### src/design/graph_adjacency_connectivity_unit_macros.svh
// Assertion macros for the graph adjacency connectivity unit.
// Included by the top level; depends on nothing else.
`ifndef GRAPH_ADJACENCY_CONNECTIVITY_UNIT_MACROS_SVH
`define GRAPH_ADJACENCY_CONNECTIVITY_UNIT_MACROS_SVH

// Same-cycle implication, disabled during reset.
`define GAC_ASSERT_IMPL(name, clk, rst, ante, cons) \
   name: assert property (@(posedge clk) disable iff (rst) (ante) |-> (cons)) \
      else $error("same-cycle check failed");

// Next-cycle implication, disabled during reset.
`define GAC_ASSERT_NEXT(name, clk, rst, ante, cons) \
   name: assert property (@(posedge clk) disable iff (rst) (ante) |=> (cons)) \
      else $error("next-cycle check failed");

`endif

### src/design/gac_pkg.sv
// Shared types and codes for the graph adjacency connectivity unit.
// No dependencies; imported by every module of the block.
package gac_pkg;

   localparam int NODE_W  = 6;
   localparam int COUNT_W = 7;

   typedef enum logic [1:0] {
      FUNC_SET    = 2'd0,
      FUNC_REMOVE = 2'd1,
      FUNC_QUERY  = 2'd2,
      FUNC_CHECK  = 2'd3
   } func_type;

   typedef struct packed {
      func_type            func;
      logic [NODE_W-1:0]   node_a;
      logic [NODE_W-1:0]   node_b;
   } req_word_type;

   typedef struct packed {
      logic edge_present;
      logic connected;
      logic status;
   } rsp_word_type;

   typedef struct packed {
      logic rd_en;
      logic wr_en;
   } mem_ctl_type;

   typedef enum logic [2:0] {
      ST_IDLE,
      ST_ROW_A,
      ST_ROW_B,
      ST_SEARCH,
      ST_REPLY
   } gac_state_type;

endpackage

### src/design/gac_adj_mem.sv
// Adjacency row memory: one synchronous read port, one write port.
// Per-row valid bits give an all-zero matrix after reset or clear; uses gac_pkg.
module gac_adj_mem
   import gac_pkg::*;
#(
   parameter int MAX_NODES = 64
) (
   input  logic                         clock,
   input  logic                         reset,
   input  logic                         clear,
   input  mem_ctl_type                  mem_ctl,
   input  logic [$clog2(MAX_NODES)-1:0] rd_addr,
   input  logic [$clog2(MAX_NODES)-1:0] wr_addr,
   input  logic [MAX_NODES-1:0]         wr_data,
   output logic [MAX_NODES-1:0]         rd_row
);

   logic [MAX_NODES-1:0] adj_ram [MAX_NODES];
   logic [MAX_NODES-1:0] rd_data_ff;
   logic                 rd_valid_ff, rd_valid_in;
   logic [MAX_NODES-1:0] row_valid_ff, row_valid_in;

   always_ff @(posedge clock) begin
      if (mem_ctl.wr_en) begin
         adj_ram[wr_addr] <= wr_data;
      end
      if (mem_ctl.rd_en) begin
         rd_data_ff <= adj_ram[rd_addr];
      end
   end

   always_comb begin
      row_valid_in = row_valid_ff;
      rd_valid_in  = rd_valid_ff;
      if (clear) begin
         row_valid_in = '0;
      end else if (mem_ctl.wr_en) begin
         row_valid_in[wr_addr] = 1'b1;
      end
      if (mem_ctl.rd_en) begin
         rd_valid_in = row_valid_ff[rd_addr];
      end
   end

   always_ff @(posedge clock) begin
      if (reset) begin
         row_valid_ff <= '0;
         rd_valid_ff  <= 1'b0;
      end else begin
         row_valid_ff <= row_valid_in;
         rd_valid_ff  <= rd_valid_in;
      end
   end

   // a row never written since the last clear reads as empty
   assign rd_row = rd_valid_ff ? rd_data_ff : '0;

endmodule

### config.mk
export PLATFORM = sky130hd
export DESIGN_NAME = gac_adj_mem
export DESIGN_NICKNAME = d
export VERILOG_FILES = /design/src/design/graph_adjacency_connectivity_unit_macros.svh /design/src/design/gac_pkg.sv /design/src/design/gac_adj_mem.sv
export SDC_FILE = /design/constraint.sdc
export NUM_CORES = 2
export LEC_CHECK = 0
export BUFFER_PORTS_ARGS = -buffer_cell sky130_fd_sc_hd__buf_2
export CAP_MARGIN = 20
export CORE_ASPECT_RATIO = 1.1
export CORE_UTILIZATION = 51
export CTS_CLUSTER_DIAMETER = 80
export CTS_CLUSTER_SIZE = 12
export DETAILED_ROUTE_END_ITERATION = 8
export GPL_TIMING_DRIVEN = 0
export PLACE_DENSITY = 0.71
export SETUP_SLACK_MARGIN = 0.1
export SLEW_MARGIN = 40
export SYNTH_ARGS = -nofsm -noshare
export SYNTH_HDL_FRONTEND = slang
export SYNTH_SLANG_ARGS = --single-unit
export TNS_END_PERCENT = 30
### constraint.sdc
create_clock -name clock -period 20.8 [get_ports clock]
set_clock_uncertainty 0.2 [all_clocks]
set_input_delay 5.2 -clock clock [delete_from_list [all_inputs] [get_ports clock]]
set_output_delay 5.2 -clock clock [all_outputs]
set_load 0.02 [all_outputs]
==> run metrics <==
# IOs between 100 and 150; commonest non-fill, non-tap cells in the layout 4160 x edfxtp_1, 1356 x mux4_2, 403 x clkbuf_16; share of cells above drive strength 1 0.364; max cap viols 0; Comb power frac 0.052; initial drt markers 9923; placer congestion estimate 0.785; Residual DRC 0; Total Routing Usage GR 0.261; nets a little over 7000; fmax about 0.12 GHz; CTS root buf clkbuf_16; synthesized area per cell between 20 and 30 sq um; Synth Register Bits 4225; worst hold start row_valid_ff[53]; first-pass GRT wire length 576 mm; R2R depth 3; Synth area leaders edfxtp_1 78%, mux4_2 19%, dfxtp_1 0.82%; final hold slack 0.260 ns; largest net degree at the start of global routing 65; Layout fillers 20800; Worst-Margin Slew 0.914 ns; commonest non-fill, non-tap cell in the layout edfxtp_1; status finished, final reports clean; initial core utilization 0.513; CTS max path bufs 4; clock power share 0.382; critical path peak fanout 10; P_int 13200 uW; post-synth top area cell edfxtp_1; Power, Total roughly 17000 uW; Post-Place Cells about 11000; Flop pwr share 0.566; HPWL Detailed 280 mm; Reg2Reg Launch Point adj_ram[49][22]; DRT Pass-1 Iters 5; CTS tree done; Hold Path Class flop to flop; area delta synth->final 15.0%; Post-CTS Repair Setup Buffers 0; placed cell area between 150000 and 200000 sq um; Num CTS Buffers 396; Final Max Tran Viols 0; Crit. End Element output port; Total Die Area 315000 sq um; fin crit share 0.402; initial antenna violation count 40; Skew-Pair Late Insertion Delay 0.94 ns; area of the multi-input gates 32600 sq um; Core Region roughly 310000 sq um; Post-Route Setup TNS 0 ns; ANT nets after route 0; register area share after synthesis 0.791; aggregate global routing overflow 0; Post-Syn Nets 6250; clk slew on worst S/H paths roughly 0.06 ns; maximum VDD drop 0.0000745 V; area share of the largest cell type after synthesis 0.782; DR vias/cell ~6.6; critical path startpoint rd_valid_ff; Hold Fails Final Rpt 0; clock tree sinks 4225; cts repair resizes 0; Worst EP arrival 2.97 ns; vias 74400; fin cells 11300; RSZ-0062 raised after global routing no; routed length per instance 36.3 microns; Final setup viols 0; DRT Wirelength ~410 mm; synthesized instance count 6169; H-tree levels 5; Net Sw Power 3460 uW; kind of critical path flop to output port; Yosys cell types 31; vias in the first global route approximately 77000; total of warnings raised by yosys 0; IO Port Bufs between 100 and 150; min cycle time layout about 8.4 ns; fin area 184000 sq um; Hold Crit Depth 1; max_slew headroom 0.391; Seq. cell area 126000 sq um; leakage power 0.0572 uW; Sw Share 0.207; Post-Synthesis Cell Area 160000 sq um; CP required roughly 15 ns; CTS Hold Bufs 0; DIE WIDTH 535 microns; die height 589 microns; CP Launch Type flop; # rows roughly 220; PwrDens 90.9 nW/um^2
state kept, by name, summed over array words and instances, names as in the netlist:
| signal | cells |
|---|---|
| adj_ram | 4096 |
| rd_data_ff | 64 |
| row_valid_ff | 64 |
| rd_valid_ff | 1 |
through the flow:
| step | utilization | setup WS, ns |
|---|---|---|
| 6_report | 0.589 | 12.43 |
| 5_1_grt | 0.589 | 12.41 |
| 4_1_cts | 0.588 | 12.42 |
| 3_5_place_dp | 0.555 | 11.61 |
| 3_3_place_gp | 0.531 | 2.84 |
| 2_1_floorplan | - | 9.95 |
power by group through the flow:
stage                     clock network [uW]  logic [uW]  registers, uW
after floorplan                            0         463           9620
after global placement                     0         799           9630
after detailed placement                   0         860           9620
after CTS                               6410         869           9450
after global routing                    6690         903           9440
final                                   6370         869           9440
worst paths after layout:
path | endpoint | slack, ns
worst min-delay path | row_valid_ff[53] | 0.26
worst max-delay path | rd_row[43] | 12.43
worst min register to register | row_valid_ff[53] | 0.26
worst max register to register | rd_data_ff[22] | 18.26
layout make-up:
cell class              count  area share
diodes                     33    0.000450
plain buffers             325     0.00850
clock buffers             429      0.0555
clock inverters            21     0.00140
inverters                   2   0.0000409
multi-input cells        1617       0.177
flip-flops and latches   4225       0.688
well taps                4123      0.0281
repair buffers            522      0.0410
Yosys cell counts:
master / instances
nand2b_1: 5
o21a_1: 64
or3_1: 1
edfxtp_1: 4160
nor4_1: 2
nor3_1: 5
buf_2: 86
inv_1: 2
clkbuf_1: 173
nor2b_1: 12
a21oi_1: 2
nor2_1: 65
nand3_1: 9
a22o_1: 1
dfxtp_1: 65
nand3b_1: 2
and2_1: 64
mux2_2: 2
buf_6: 1
o22ai_1: 2
o31ai_1: 1
nand4_1: 3
mux2i_1: 4
a31oi_1: 2
o41ai_1: 1
a311oi_1: 1
mux4_2: 1356
a22oi_1: 2
a211oi_1: 2
buf_1: 65
nand2_1: 9
cells by family (layout without fill, tap and decap cells):
group                  Yosys count  in the layout  share of synthesized area
AND/OR/NAND/NOR                177            177                    0.00568
multiplexers                  1362           1362                      0.192
flip-flops                    4225           4225                      0.791
buffers and inverters          327           1299                    0.00841
AO/OA/AOI/OAI                   78             78                    0.00363
other                            0             33                          0
critical path: stages, from the launching register on:
cell	delay, ns
dfxtp_1	0.33
clkbuf_4	0.29
buf_12	0.22
clkbuf_1	0.55
and2_1	0.39
buf_2	0.23
metal layers:
layer | vias up | GRT usage | wire, microns | share of wire
met1 | 40200 | 0.334 | 143000 | 0.35
met5 | - | 0 | 70 | 0.00017
met4 | 10 | 0.100 | 17300 | 0.042
met3 | 908 | 0.0479 | 38900 | 0.095
li1 | 28700 | - | - | -
met2 | 4600 | 0.447 | 211000 | 0.51
No activity file was read; power rests on OpenSTA's default activity.
