File: src/design/graph_adjacency_connectivity_unit_macros.svh
// Assertion macros for the graph adjacency connectivity unit.
// Included by the top level; depends on nothing else.
`ifndef GRAPH_ADJACENCY_CONNECTIVITY_UNIT_MACROS_SVH
`define GRAPH_ADJACENCY_CONNECTIVITY_UNIT_MACROS_SVH

// Same-cycle implication, disabled during reset.
`define GAC_ASSERT_IMPL(name, clk, rst, ante, cons) \
   name: assert property (@(posedge clk) disable iff (rst) (ante) |-> (cons)) \
      else $error("same-cycle check failed");

// Next-cycle implication, disabled during reset.
`define GAC_ASSERT_NEXT(name, clk, rst, ante, cons) \
   name: assert property (@(posedge clk) disable iff (rst) (ante) |=> (cons)) \
      else $error("next-cycle check failed");

`endif

File: src/design/gac_pkg.sv
// Shared types and codes for the graph adjacency connectivity unit.
// No dependencies; imported by every module of the block.
package gac_pkg;

   localparam int NODE_W  = 6;
   localparam int COUNT_W = 7;

   typedef enum logic [1:0] {
      FUNC_SET    = 2'd0,
      FUNC_REMOVE = 2'd1,
      FUNC_QUERY  = 2'd2,
      FUNC_CHECK  = 2'd3
   } func_type;

   typedef struct packed {
      func_type            func;
      logic [NODE_W-1:0]   node_a;
      logic [NODE_W-1:0]   node_b;
   } req_word_type;

   typedef struct packed {
      logic edge_present;
      logic connected;
      logic status;
   } rsp_word_type;

   typedef struct packed {
      logic rd_en;
      logic wr_en;
   } mem_ctl_type;

   typedef enum logic [2:0] {
      ST_IDLE,
      ST_ROW_A,
      ST_ROW_B,
      ST_SEARCH,
      ST_REPLY
   } gac_state_type;

endpackage

File: src/design/gac_ctrl.sv
// Sequencer: edge read-modify-write and row-by-row reachability sweep.
// Drives gac_adj_mem through mem_ctl_type; uses gac_pkg.
module gac_ctrl
   import gac_pkg::*;
#(
   parameter int MAX_NODES = 64
) (
   input  logic                           clock,
   input  logic                           reset,
   input  logic [$clog2(MAX_NODES+1)-1:0] node_limit,
   input  logic                           req_valid,
   output logic                           req_ready,
   input  req_word_type                   req_word,
   input  logic                           out_free,
   output logic                           rsp_load,
   output rsp_word_type                   rsp_result,
   output mem_ctl_type                    mem_ctl,
   output logic [$clog2(MAX_NODES)-1:0]   rd_addr,
   output logic [$clog2(MAX_NODES)-1:0]   wr_addr,
   output logic [MAX_NODES-1:0]           wr_data,
   input  logic [MAX_NODES-1:0]           rd_row
);

   localparam int AW   = $clog2(MAX_NODES);
   localparam int CW   = $clog2(MAX_NODES+1);
   localparam int CMPW = (CW > NODE_W) ? CW : NODE_W;

   gac_state_type        state_ff, state_in;
   func_type             func_ff, func_in;
   logic [AW-1:0]        a_ff, a_in, b_ff, b_in, idx_ff, idx_in;
   logic [MAX_NODES-1:0] visited_ff, visited_in, frontier_ff, frontier_in;
   rsp_word_type         result_ff, result_in;

   logic                 a_oor, b_oor, small_graph, last_row;
   logic [MAX_NODES-1:0] in_use;

   assign a_oor       = CMPW'(req_word.node_a) >= CMPW'(node_limit);
   assign b_oor       = CMPW'(req_word.node_b) >= CMPW'(node_limit);
   assign small_graph = node_limit <= CW'(1);
   assign last_row    = (CW'(idx_ff) + CW'(1)) == node_limit;

   always_comb begin
      for (int j = 0; j < MAX_NODES; j++) begin
         in_use[j] = CW'(j) < node_limit;
      end
   end

   // next state
   always_comb begin
      state_in = state_ff;
      unique case (state_ff)
         ST_IDLE: begin
            if (req_valid) begin
               if (req_word.func == FUNC_CHECK) begin
                  state_in = small_graph ? ST_REPLY : ST_SEARCH;
               end else if (a_oor || b_oor) begin
                  state_in = ST_REPLY;
               end else begin
                  state_in = ST_ROW_A;
               end
            end
         end
         ST_ROW_A: begin
            state_in = (func_ff == FUNC_QUERY || a_ff == b_ff) ? ST_REPLY : ST_ROW_B;
         end
         ST_ROW_B: begin
            state_in = ST_REPLY;
         end
         ST_SEARCH: begin
            if (frontier_in == '0) begin
               state_in = ST_REPLY;
            end
         end
         ST_REPLY: begin
            if (out_free) begin
               state_in = ST_IDLE;
            end
         end
      endcase
   end

   // outputs and datapath
   always_comb begin
      req_ready   = 1'b0;
      rsp_load    = 1'b0;
      mem_ctl     = '0;
      rd_addr     = '0;
      wr_addr     = a_ff;
      wr_data     = rd_row;
      func_in     = func_ff;
      a_in        = a_ff;
      b_in        = b_ff;
      idx_in      = idx_ff;
      visited_in  = visited_ff;
      frontier_in = frontier_ff;
      result_in   = result_ff;
      unique case (state_ff)
         ST_IDLE: begin
            req_ready = 1'b1;
            if (req_valid) begin
               func_in   = req_word.func;
               a_in      = AW'(req_word.node_a);
               b_in      = AW'(req_word.node_b);
               result_in = '0;
               if (req_word.func == FUNC_CHECK) begin
                  if (small_graph) begin
                     result_in.connected = 1'b1;
                  end else begin
                     // seed the sweep at vertex 0
                     visited_in    = MAX_NODES'(1);
                     frontier_in   = MAX_NODES'(1);
                     idx_in        = '0;
                     mem_ctl.rd_en = 1'b1;
                     rd_addr       = '0;
                  end
               end else if (a_oor || b_oor) begin
                  result_in.status = 1'b1;
               end else begin
                  mem_ctl.rd_en = 1'b1;
                  rd_addr       = a_in;
               end
            end
         end
         ST_ROW_A: begin
            if (func_ff == FUNC_QUERY) begin
               result_in.edge_present = rd_row[b_ff];
            end else begin
               mem_ctl.wr_en = 1'b1;
               wr_addr       = a_ff;
               wr_data[b_ff] = (func_ff == FUNC_SET);
               if (a_ff != b_ff) begin
                  mem_ctl.rd_en = 1'b1;
                  rd_addr       = b_ff;
               end
            end
         end
         ST_ROW_B: begin
            mem_ctl.wr_en = 1'b1;
            wr_addr       = b_ff;
            wr_data[a_ff] = (func_ff == FUNC_SET);
         end
         ST_SEARCH: begin
            // expand this row only if it is on the frontier
            if (frontier_ff[idx_ff]) begin
               visited_in          = visited_ff | rd_row;
               frontier_in         = frontier_ff | (rd_row & ~visited_ff);
               frontier_in[idx_ff] = 1'b0;
            end
            if (frontier_in == '0) begin
               result_in.connected = &(visited_in | ~in_use);
            end else begin
               idx_in        = last_row ? '0 : idx_ff + AW'(1);
               mem_ctl.rd_en = 1'b1;
               rd_addr       = idx_in;
            end
         end
         ST_REPLY: begin
            rsp_load = out_free;
         end
      endcase
   end

   assign rsp_result = result_ff;

   always_ff @(posedge clock) begin
      if (reset) begin
         state_ff <= ST_IDLE;
      end else begin
         state_ff <= state_in;
      end
   end

   always_ff @(posedge clock) begin
      func_ff     <= func_in;
      a_ff        <= a_in;
      b_ff        <= b_in;
      idx_ff      <= idx_in;
      visited_ff  <= visited_in;
      frontier_ff <= frontier_in;
      result_ff   <= result_in;
   end

endmodule

File: config.mk
export PLATFORM = sky130hd
export DESIGN_NAME = gac_ctrl
export DESIGN_NICKNAME = d
export VERILOG_FILES = /design/src/design/graph_adjacency_connectivity_unit_macros.svh /design/src/design/gac_pkg.sv /design/src/design/gac_ctrl.sv
export SDC_FILE = /design/constraint.sdc
export NUM_CORES = 1
export LEC_CHECK = 0
export ABC_CLOCK_PERIOD_IN_PS = 5100
export BUFFER_PORTS_ARGS = -buffer_cell sky130_fd_sc_hd__buf_4
export CORE_MARGIN = 10
export CORE_UTILIZATION = 50
export DETAILED_ROUTE_END_ITERATION = 7
export PLACE_DENSITY = 0.71
export SLEW_MARGIN = 10
export SYNTH_ARGS = -nofsm -noshare
export SYNTH_HDL_FRONTEND = slang
export SYNTH_SLANG_ARGS = --single-unit
export TNS_END_PERCENT = 30
File: constraint.sdc
create_clock -name clock -period 5.1 [get_ports clock]
set_input_delay 1.02 -clock clock [delete_from_list [all_inputs] [get_ports clock]]
set_output_delay 1.02 -clock clock [all_outputs]
set_load 0.02 [all_outputs]
==> out/qor.csv <==
stage,metric,value,unit
synth,"Distinct cells, synth",78,
clock_network,H-tree Lvls,4,
worst_setup_path,WP data arrival,4.10,ns
routing,drt pass-1 iters,8,
routing,DR WL/cell,28.7,um
layout,share of cells above drive strength 1,24.3,%
die,full die area,31700,um2
place,post-placement cell count,2019,
synth,register area share after synthesis,31.6,%
global_routing,initial antenna violation count,2,
sta,clock skew,0.0171,ns
clock_network,CTS tree,done,
power,clock power share,19.4,%
worst_hold_path,Worst Hold Class,flip-flop to flip-flop,
worst_setup_path,CP required,4.08,ns
layout,Layout area overhead,26.4,%
sta,Fin. Hold Viols,0,
worst_setup_path,crit end category,primary output,
outcome,status,"complete, but fails checks",
die,boundary pin count,172,
synth,Ys Warns,0,
die,row count,57,
synth,asr flop ratio synth,0,%
die,Initial Util,51.1,%
sta,Peak Freq,0.195,GHz
layout,Final Non-Filler Cells,2115,
die,Core ar.,24500,um2
layout,Finished Core Util,64.6,%
power,Cell Int Power,0.00351,W
synth,predominant post-synthesis flop cell,edfxtp_1,
routing,DRT iter0 DRCs,2594,
synth,syn_area_per_cell,7.88,um2
global_routing,grt ovf,0,
global_routing,vias in the first global route,13500,
power,PD cells,420,nW/um2
sta,final worst-path setup slack,-0.0174,ns
global_routing,largest net degree at the start of global routing,69,
synth,number of synthesized flops with an enable pin,87,
sta,setup violators final,1,
sta,Tcrit/Tclk final,100,%
sta,minimum clock period after layout,5.12,ns
synth,"Cell Area, Synth",12500,um2
synth,Synth Instances,1587,
routing,number of remaining DRC errors,0,
outcome,failing checks,negative setup slack,
layout,final instance area,15800,um2
routing,Vias,15200,
power,Max IR drop VDD,0.614,mV
sta,setup_tns,-0.0174,ns
sta,Pins Over Slew Limit,0,
clock_network,cts hold-fix bufs,0,
clock_network,clock slew at reported path FFs,0.07,ns
sta,unrepaired setup endpoints after global routing,yes,
global_routing,GRT Resource Usage Total,35.8,%
clock_network,Clock Latency Late Sink,0.44,ns
sta,Hold WS,0.489,ns
worst_setup_path,CP Cell Sequence,buf_12 > buf_8 > mux2i_4 > o22ai_2 > o21ai_4 > and4_4 > buf_4 > clkbuf_16 > a211oi_2 > o22ai_2 > nand4_1 > nor4_4 > nand4_4 > a221o_1 > buf_6,
worst_setup_path,Top delay family on crit path,simple AND/OR/NAND/NOR gates,
power,Seq pwr share,26.0,%
worst_setup_path,"slowest stage delay, CP",0.41,ns
worst_setup_path,slowest CP cell,nor4_4,
clock_network,clock sinks,154,
die,Die H,178,um
worst_setup_path,Buf/Inv on CP,5,
worst_setup_path,Crit Path Max Fanout,13,
place,gpl congestion,1.02,
routing,Post-Route WL,60.7,mm
clock_network,largest buffer count on any clock path,2,
die,Die X,178,um
power,combinational share of power,54.7,%
clock_network,CTS Buf Count,17,
place,Post-DP HPWL,43.9,mm
place,Placed Area,14200,um2
routing,post-route ant nets,0,
sta,relative slew slack,15.0,%
layout,nets,1880,
run,max-cap violations,0,
power,switching share of total power,47.2,%
routing,vias per std cell,7.17,
synth,Yosys reg bits,154,
synth,synthesized net count,1689,
worst_setup_path,CP startpoint kind,flip-flop,
place,PortBufs,171,
worst_setup_path,CP dominant cell by count,o22ai_2,
worst_setup_path,crit path kind,flip-flop to primary output,
power,Sw Pwr,0.00313,W
clock_network,Root Driver,clkbuf_16,
power,Pleak,6.08,nW
global_routing,first-pass GRT wire length,86.3,mm
sta,Slew @ Worst Pin,1.27,ns
layout,diode count,0,
## worst paths after layout
path	startpoint	end	slack [ns]	depth (start not counted)
setup reg to reg	idx_ff[1]	rsp_result[1]	0.84	13
hold reg to reg	frontier_ff[9]	frontier_ff[9]	0.49	2
hold / removal	frontier_ff[9]	frontier_ff[9]	0.49	2
setup / recovery	idx_ff[0]	mem_ctl[1]	-0.02	15
## synthesized netlist by cell type, types with 5 or more instances
library cell / n / area share (%)
xor2_1: 7 / 0.49
nand2b_1: 54 / 2.7
xnor2_1: 9 / 0.63
and3_1: 5 / 0.25
buf_1: 15 / 0.45
and2_1: 9 / 0.45
nor2b_1: 21 / 1.1
inv_1: 25 / 0.75
a21o_1: 16 / 0.96
nor3_1: 21 / 0.84
nor4_1: 9 / 0.45
buf_6: 10 / 0.90
nand4_1: 20 / 1.0
a21oi_1: 200 / 8.0
nor3b_1: 11 / 0.66
o211a_1: 6 / 0.48
a31oi_1: 11 / 0.55
nand3_1: 21 / 0.84
nand3b_1: 6 / 0.36
dfxtp_1: 67 / 11
nor2_1: 128 / 3.8
a22oi_1: 29 / 1.7
mux2i_1: 96 / 7.7
a21boi_0: 6 / 0.36
mux2_2: 7 / 0.63
edfxtp_1: 87 / 21
clkbuf_1: 89 / 2.7
a22o_1: 13 / 0.91
o21ai_0: 154 / 6.2
ha_1: 13 / 1.3
o22ai_1: 63 / 3.2
o221ai_1: 69 / 4.8
buf_2: 17 / 0.68
a221oi_1: 29 / 2.0
a211oi_1: 9 / 0.54
nand2_1: 161 / 4.8
or2_2: 10 / 0.50
## through the flow
step                setup slack [ns]  total power (W)
floorplan                      0.426          0.00369
global placement               0.170          0.00504
detailed placement            0.0426          0.00505
CTS                          0.00594          0.00637
global route                  -0.109          0.00687
finish                       -0.0174          0.00664
## layer usage
layer / wire length [um] / GRT usage (%) / vias up / part of all wire (%)
met4: 2980 / 16.6 / 2 / 4.9
met1: 23400 / 47.3 / 7222 / 39
met2: 26000 / 53.0 / 1262 / 43
li1: - / - / 6446 / -
met5: 13 / 0 / - / 0.021
met3: 8260 / 9.89 / 232 / 14
## registers in the layout, summed over array words and instances, names as in the netlist
| register | flops |
|---|---|
| frontier_ff | 64 |
| visited_ff | 64 |
| a_ff | 6 |
| b_ff | 6 |
| idx_ff | 6 |
| rsp_result | 3 |
| state_ff | 3 |
| func_ff | 2 |
## layout make-up
type	instances	area, um2
clock buffers	19	443
clock inverters	13	129
fillers	2093	8660
inverters	26	97.6
multi-input cells	1275	8280
flip-flops and latches	154	3950
well taps	324	405
repair buffers	304	2490
## repair_timing
item,CTS,global route
cloned,1,3
gates resized for setup,16,97
pin swaps,10,49
endpoints found under the setup margin,7,7
buffers inserted,17,43
## power groups by stage
| stage | sequential [W] | combinational (W) | clock (W) |
|---|---|---|---|
| floorplan | 0.00162 | 0.00208 | 0 |
| CTS | 0.00171 | 0.00338 | 0.00128 |
| detailed placement | 0.00174 | 0.00331 | 0 |
| global placement | 0.00174 | 0.00330 | 0 |
| global route | 0.00174 | 0.00381 | 0.00133 |
| finish | 0.00173 | 0.00363 | 0.00129 |
## worst min-delay path, stage by stage, from the launching register on
cell	delay [ns]
dfxtp_1	0.33
nand2_1	0.05
o21ai_0	0.06
## cells in the final DEF (no fill, tap or decap), types with 9 or more instances in the layout
| master | netlist | layout |
|---|---|---|
| o21ai_0 | 154 | 150 |
| a221oi_1 | 29 | 29 |
| mux2i_1 | 96 | 92 |
| clkbuf_16 | 0 | 19 |
| nor2b_1 | 21 | 21 |
| nor3b_1 | 11 | 11 |
| edfxtp_1 | 87 | 87 |
| nand2_1 | 161 | 157 |
| nand4_1 | 20 | 20 |
| or2_2 | 10 | 10 |
| a22oi_1 | 29 | 28 |
| o22ai_1 | 63 | 31 |
| nor4_1 | 9 | 9 |
| a21o_1 | 16 | 16 |
| xnor2_1 | 9 | 9 |
| o221ai_1 | 69 | 66 |
| a21oi_1 | 200 | 193 |
| and2_1 | 9 | 9 |
| nor2_1 | 128 | 126 |
| nor3_1 | 21 | 20 |
| a22o_1 | 13 | 13 |
| o22ai_2 | 0 | 32 |
| a31oi_1 | 11 | 11 |
| nand2b_1 | 54 | 53 |
| buf_6 | 10 | 21 |
| inv_1 | 25 | 24 |
| ha_1 | 13 | 13 |
| buf_4 | 2 | 270 |
| nand3_1 | 21 | 20 |
| dfxtp_1 | 67 | 67 |
## kinds of logic (layout without fill, tap and decap cells)
logic type / Yosys count / in the layout / synth area share [%]
AO/OA/AOI/OAI: 641 / 641 / 32.4
AND/OR/NAND/NOR: 501 / 502 / 19.6
buffers and inverters: 159 / 362 / 5.60
flip-flops: 154 / 154 / 31.6
multiplexers: 103 / 103 / 8.32
XOR/XNOR: 16 / 16 / 1.12
adder cells (fa/ha/maj): 13 / 13 / 1.30
No activity file was read; power rests on OpenSTA's default activity.
